`src/hw/rtl/si_pkg.sv`:
```
// ----------------------------------------------------------------------------
// si_pkg: segment intersection shared types and constants
// Coordinate widths, derived datapath widths and the divider cell payload.
// ----------------------------------------------------------------------------
`default_nettype none

package si_pkg;

    localparam int CW = 24;          // coordinate width, 8 fraction bits
    localparam int DW = CW + 1;      // coordinate difference
    localparam int PW = 2 * DW;      // signed product of two differences
    localparam int RW = PW + 1;      // cross product sum, divider remainder
    localparam int AW = PW;          // magnitude of a normalized numerator
    localparam int HW = AW / 2;      // partial product split point
    localparam int NW = AW + CW;     // interpolation dividend
    localparam int QW = CW;          // quotient bits, one per cell

    typedef struct packed {
        logic [RW-1:0] rem;
        logic [QW-1:0] nq;           // dividend bits out at the top, quotient in
    } t_lane;

    typedef struct packed {
        logic                 hit;
        logic                 neg_x;
        logic                 neg_y;
        logic signed [CW-1:0] sx;
        logic signed [CW-1:0] sy;
        logic [RW-1:0]        den;
        t_lane                lx;
        t_lane                ly;
    } t_div;

endpackage

`default_nettype wire

```
`src/hw/rtl/si_cell.sv`:
```
// ----------------------------------------------------------------------------
// si_cell: one restoring division step
// Shifts one dividend bit into each lane remainder, subtracts the
// denominator where it fits and hands the result to the next cell.
// ----------------------------------------------------------------------------
`default_nettype none

module si_cell (
    input  wire logic         i_clk,
    input  wire logic         i_rst_n,
    input  wire logic         i_en,
    input  wire logic         i_valid,
    input  si_pkg::t_div      i_d,
    output logic              o_valid,
    output si_pkg::t_div      o_d
);
    import si_pkg::*;

    logic  r_valid;
    t_div  r_d;
    t_div  n_d;

    function automatic t_lane step(input t_lane l, input logic [RW-1:0] den);
        logic [RW:0] t;
        logic        ge;
        t_lane       r;
        t      = {l.rem, l.nq[QW-1]};
        ge     = (t >= {1'b0, den});
        r.rem  = ge ? RW'(t - {1'b0, den}) : t[RW-1:0];
        r.nq   = {l.nq[QW-2:0], ge};
        return r;
    endfunction

    always_comb begin
        n_d    = i_d;
        n_d.lx = step(i_d.lx, i_d.den);
        n_d.ly = step(i_d.ly, i_d.den);
    end

    always_ff @(posedge i_clk) begin
        if (!i_rst_n) begin
            r_valid <= 1'b0;
        end else if (i_en) begin
            r_valid <= i_valid;
        end
    end

    always_ff @(posedge i_clk) begin
        if (i_en) begin
            r_d <= n_d;
        end
    end

    assign o_valid = r_valid;
    assign o_d     = r_d;

endmodule

`default_nettype wire

```
`config.mk`:
```
export PLATFORM = sky130hd
export DESIGN_NAME = si_cell
export DESIGN_NICKNAME = d
export VERILOG_FILES = /design/src/hw/rtl/si_pkg.sv /design/src/hw/rtl/si_cell.sv
export SDC_FILE = /design/constraint.sdc
export NUM_CORES = 1
export LEC_CHECK = 0
export BUFFER_PORTS_ARGS = -buffer_cell sky130_fd_sc_hd__clkbuf_2
export CELL_PAD_IN_SITES_DETAIL_PLACEMENT = 2
export CELL_PAD_IN_SITES_GLOBAL_PLACEMENT = 2
export CORE_ASPECT_RATIO = 1.4
export CORE_MARGIN = 2
export CORE_UTILIZATION = 33
export DETAILED_ROUTE_END_ITERATION = 7
export PLACE_DENSITY = 0.83
export SETUP_SLACK_MARGIN = 0.4
export SYNTH_ARGS = -nofsm -noshare
export SYNTH_HDL_FRONTEND = slang
export SYNTH_SLANG_ARGS = --single-unit
export TNS_END_PERCENT = 1
```
`constraint.sdc`:
```
create_clock -name i_clk -period 6.05 [get_ports i_clk]
set_input_delay 0.3025 -clock i_clk [delete_from_list [all_inputs] [get_ports i_clk]]
set_output_delay 0.3025 -clock i_clk [all_outputs]
set_load 0.03 [all_outputs]
```
==> flow_metrics.env <==
export IMPL_run_status="finished, final reports clean"
export IMPL_share_clk_of_total_power_pct=31.4
export IMPL_fp_dieArea_mm2=0.0466
export IMPL_cp_data_required_time_ps=6360
export IMPL_synth_top_cells_by_area="sky130_fd_sc_hd__edfxtp_1 (51%), sky130_fd_sc_hd__ha_1 (8.6%), sky130_fd_sc_hd__a21oi_1 (4.8%)"
export IMPL_most_common_library_cell_in_the_layout_ignoring_fill_and_taps="sky130_fd_sc_hd__clkbuf_2"
export IMPL_cp_arrival_ps=5760
export IMPL_detail_route_first_pass_iterations=5
export IMPL_ctsHoldBuffers=148
export IMPL_power_density_mw_per_mm2=300
export IMPL_cts_inserted_buffers=29
export IMPL_vdd_drop_max_mv=0.233
export IMPL_post_dp_hpwl_mm=51.3
export IMPL_synth_edff_count=252
export IMPL_post_cts_resize_count=0
export IMPL_worst_slack_ps=604
export IMPL_p_switching_mw=2.23
export IMPL_largest_net_degree_at_the_start_of_global_routing=150
export IMPL_relative_slew_slack_pct=29.5
export IMPL_die_h_um=255
export IMPL_post_cts_repair_setup_buffers=0
export IMPL_path_class="primary input to flip-flop"
export IMPL_syn_mean_instance_area_um2=10.7
export IMPL_finalClockSkew_ps=0
export IMPL_power_share_combinational_pct=30.9
export IMPL_wl_mm=77.7
export IMPL_floorplan_initialDensity_pct=33.5
export IMPL_power_internal_mw=3.86
export IMPL_yosys_most_used_dff="sky130_fd_sc_hd__edfxtp_1"
export IMPL_area_growth_pct=37.2
export IMPL_timing_final_max_slew_violations=0
export IMPL_min_delay_path_class="primary input to flip-flop"
export IMPL_total_number_of_vias=14800
export IMPL_grt_ovfl_total=0
export IMPL_p_sw_share_pct=36.6
export IMPL_pre_cts_ws_ps=786
export IMPL_post_route_period_util_pct=90.0
export IMPL_clock_sinks=253
export IMPL_detail_route_vias_per_cell=5.69
export IMPL_worstMarginPinSlew_ps=1050
export IMPL_mappedNetlistNets=1746
export IMPL_worstSetupEndpointType="flip-flop"
export IMPL_gr_usage_all_layers_pct=32.4
export IMPL_setup_total_negative_slack_ps=0
export IMPL_hold_viol=0
export IMPL_layout_drive_gt1_share_pct=28.7
export IMPL_cts_max_path_buffers=3
export IMPL_placedInstanceArea_mm2=0.0179
export IMPL_antenna_violations_before_repair=4
export IMPL_post_drt_wl_per_cell_um=29.9
export IMPL_core_area_mm2=0.0442
export IMPL_cts_clk_slew_worst_paths_ps=70
export IMPL_netlist_area_mm2=0.0148
export IMPL_setup_violations_final=0
export IMPL_max_freq_ghz=0.184
export IMPL_synth_top_cell_area_share_pct=51.1
export IMPL_cts_max_level=1
export IMPL_async_reset_ff_share_pct=0
export IMPL_place_port_buffers=508
export IMPL_synthesis_yosys_warnings=0
export IMPL_cts_root_buf="sky130_fd_sc_hd__clkbuf_16"
export IMPL_pin_count=509
export IMPL_grt_setup_unrepaired="false"
export IMPL_yosys_area_top_type="sky130_fd_sc_hd__edfxtp_1"
export IMPL_share_seq_of_total_power_pct=37.6
export IMPL_gp_routability_congestion=0.906
export IMPL_tritoncts_clock_tree="yes"
export IMPL_yosysSeqAreaShare_pct=51.3
export IMPL_timing_critical_path_from_type="primary input"
export IMPL_cell_variety_after_synth=72
export IMPL_first_global_vias=16400
export IMPL_num_rows=91
export IMPL_p_leak_nw=9.15
export IMPL_initialDrtViolationCount=1099
export IMPL_final_net_count=2373
export IMPL_layout_common_cells="sky130_fd_sc_hd__clkbuf_2 (507), sky130_fd_sc_hd__edfxtp_1 (252), sky130_fd_sc_hd__dlygate4sd3_1 (148)"
export IMPL_yosys_register_bits=253
export IMPL_grt_pass1_wl_mm=112
export IMPL_final_design_area_no_fill_mm2=0.0203
export IMPL_clk_latency_ps=550
export IMPL_crit_fanout=67
export IMPL_antenna_viol_nets_final=0
export IMPL_layout_fillers=4623
export IMPL_max_cap_violations=0
export IMPL_drt_drc_violations_left=0
export IMPL_min_period_ps=5450
export IMPL_gate_count_of_the_mapped_netlist=1386
export IMPL_floorplan_die_width_um=183
-- final timing paths --
kind	start	endpoint	slack [ps]	depth (start not counted)
setup / recovery	i_d[173]	o_d[119]	600	14
setup reg to reg	o_valid	o_valid	5430	2
hold reg to reg	o_valid	o_valid	560	2
hold / removal	i_d[151]	o_d[151]	30	1
-- power by group through the flow --
stage | registers, mW | logic (mW) | clock network (mW)
4_1_cts | 2.27 | 1.79 | 1.86
3_3_place_gp | 2.28 | 1.63 | 0
5_1_grt | 2.30 | 1.99 | 1.98
3_5_place_dp | 2.30 | 1.70 | 0
2_1_floorplan | 2.67 | 0.666 | 0
6_report | 2.29 | 1.89 | 1.91
-- synth_stat cells, types with 3 or more instances --
cell	instances
sky130_fd_sc_hd__o31ai_1	4
sky130_fd_sc_hd__nand4b_1	3
sky130_fd_sc_hd__nor2_1	100
sky130_fd_sc_hd__nor4_1	3
sky130_fd_sc_hd__and3_1	7
sky130_fd_sc_hd__or3_1	4
sky130_fd_sc_hd__nand3_1	22
sky130_fd_sc_hd__xnor2_1	56
sky130_fd_sc_hd__mux2i_1	3
sky130_fd_sc_hd__a41oi_1	3
sky130_fd_sc_hd__clkbuf_1	49
sky130_fd_sc_hd__a21o_1	71
sky130_fd_sc_hd__a211oi_1	11
sky130_fd_sc_hd__a31oi_1	15
sky130_fd_sc_hd__nor2b_1	16
sky130_fd_sc_hd__a41o_1	3
sky130_fd_sc_hd__mux2_2	13
sky130_fd_sc_hd__a211o_1	4
sky130_fd_sc_hd__nand4_1	31
sky130_fd_sc_hd__edfxtp_1	252
sky130_fd_sc_hd__nand2_1	113
sky130_fd_sc_hd__nand2b_1	12
sky130_fd_sc_hd__a21boi_0	7
sky130_fd_sc_hd__buf_4	5
sky130_fd_sc_hd__a21oi_1	142
sky130_fd_sc_hd__o21ai_0	99
sky130_fd_sc_hd__or2_2	5
sky130_fd_sc_hd__buf_2	9
sky130_fd_sc_hd__ha_1	102
sky130_fd_sc_hd__a221o_1	4
sky130_fd_sc_hd__and2_1	6
sky130_fd_sc_hd__o211ai_1	9
sky130_fd_sc_hd__o221ai_1	4
sky130_fd_sc_hd__and4_1	6
sky130_fd_sc_hd__o21bai_1	14
sky130_fd_sc_hd__nor3_1	4
sky130_fd_sc_hd__xor2_1	36
sky130_fd_sc_hd__inv_1	85
sky130_fd_sc_hd__o2111ai_1	3
sky130_fd_sc_hd__o21a_1	10
sky130_fd_sc_hd__nand3b_1	3
-- final cells by class --
class	instances	area, um2	share of cell area, %
sequential	253	7590	37.4
tap	558	698	3.44
multi-input combinational	984	6640	32.7
clock buffer	40	797	3.92
timing repair buffer	660	4100	20.2
antenna	6	15.0	0.0739
clock inverter	12	155	0.764
inverter	85	319	1.57
-- sequential cells by signal, summed over array words and instances (netlist names) --
register,flops
o_valid,1
o_d,252
-- per-layer routing --
| metal | up-vias | part of all wire [%] | track usage [%] |
|---|---|---|---|
| li1 | 6389 | - | - |
| met1 | 7282 | 34 | 33.5 |
| met2 | 827 | 51 | 58.4 |
| met3 | 273 | 7.7 | 7.61 |
| met4 | 0 | 7.3 | 21.1 |
| met5 | - | 0 | 0 |
-- stage by stage --
stage / std cells / power (mW) / utilization [%] / hold WS [ps]
2_1_floorplan: 1386 / 3.34 / - / 401
3_3_place_gp: 2392 / 3.92 / 40.4 / 480
3_5_place_dp: 2392 / 4.00 / 40.4 / 481
4_1_cts: 2592 / 5.91 / 45.9 / 7.09
5_1_grt: 2595 / 6.27 / 46.0 / 23.6
6_report: 2598 / 6.09 / 46.0 / 32.3
-- critical path, cell delays in order --
cell and delay (ps):
sky130_fd_sc_hd__dlygate4sd3_1 570, sky130_fd_sc_hd__clkbuf_2 170, sky130_fd_sc_hd__inv_1 90, sky130_fd_sc_hd__ha_1 470, sky130_fd_sc_hd__nand4_1 190, sky130_fd_sc_hd__or2_2 370, sky130_fd_sc_hd__nor4_1 860, sky130_fd_sc_hd__o21ai_0 520
sky130_fd_sc_hd__a31oi_1 710, sky130_fd_sc_hd__a221o_1 310, sky130_fd_sc_hd__o21ai_4 260, sky130_fd_sc_hd__buf_12 290, sky130_fd_sc_hd__inv_1 170, sky130_fd_sc_hd__mux2_2 380
-- cell families after synthesis --
group | count (synthesis) | share of synthesized area, %
AO/OA/AOI/OAI | 428 | 18.1
AND/OR/NAND/NOR | 344 | 11.1
flip-flops | 253 | 51.3
buffers and inverters | 149 | 4.03
adder cells (fa/ha/maj) | 104 | 8.89
XOR/XNOR | 92 | 5.44
multiplexers | 16 | 1.19
Power figures use the tool's default switching activity.
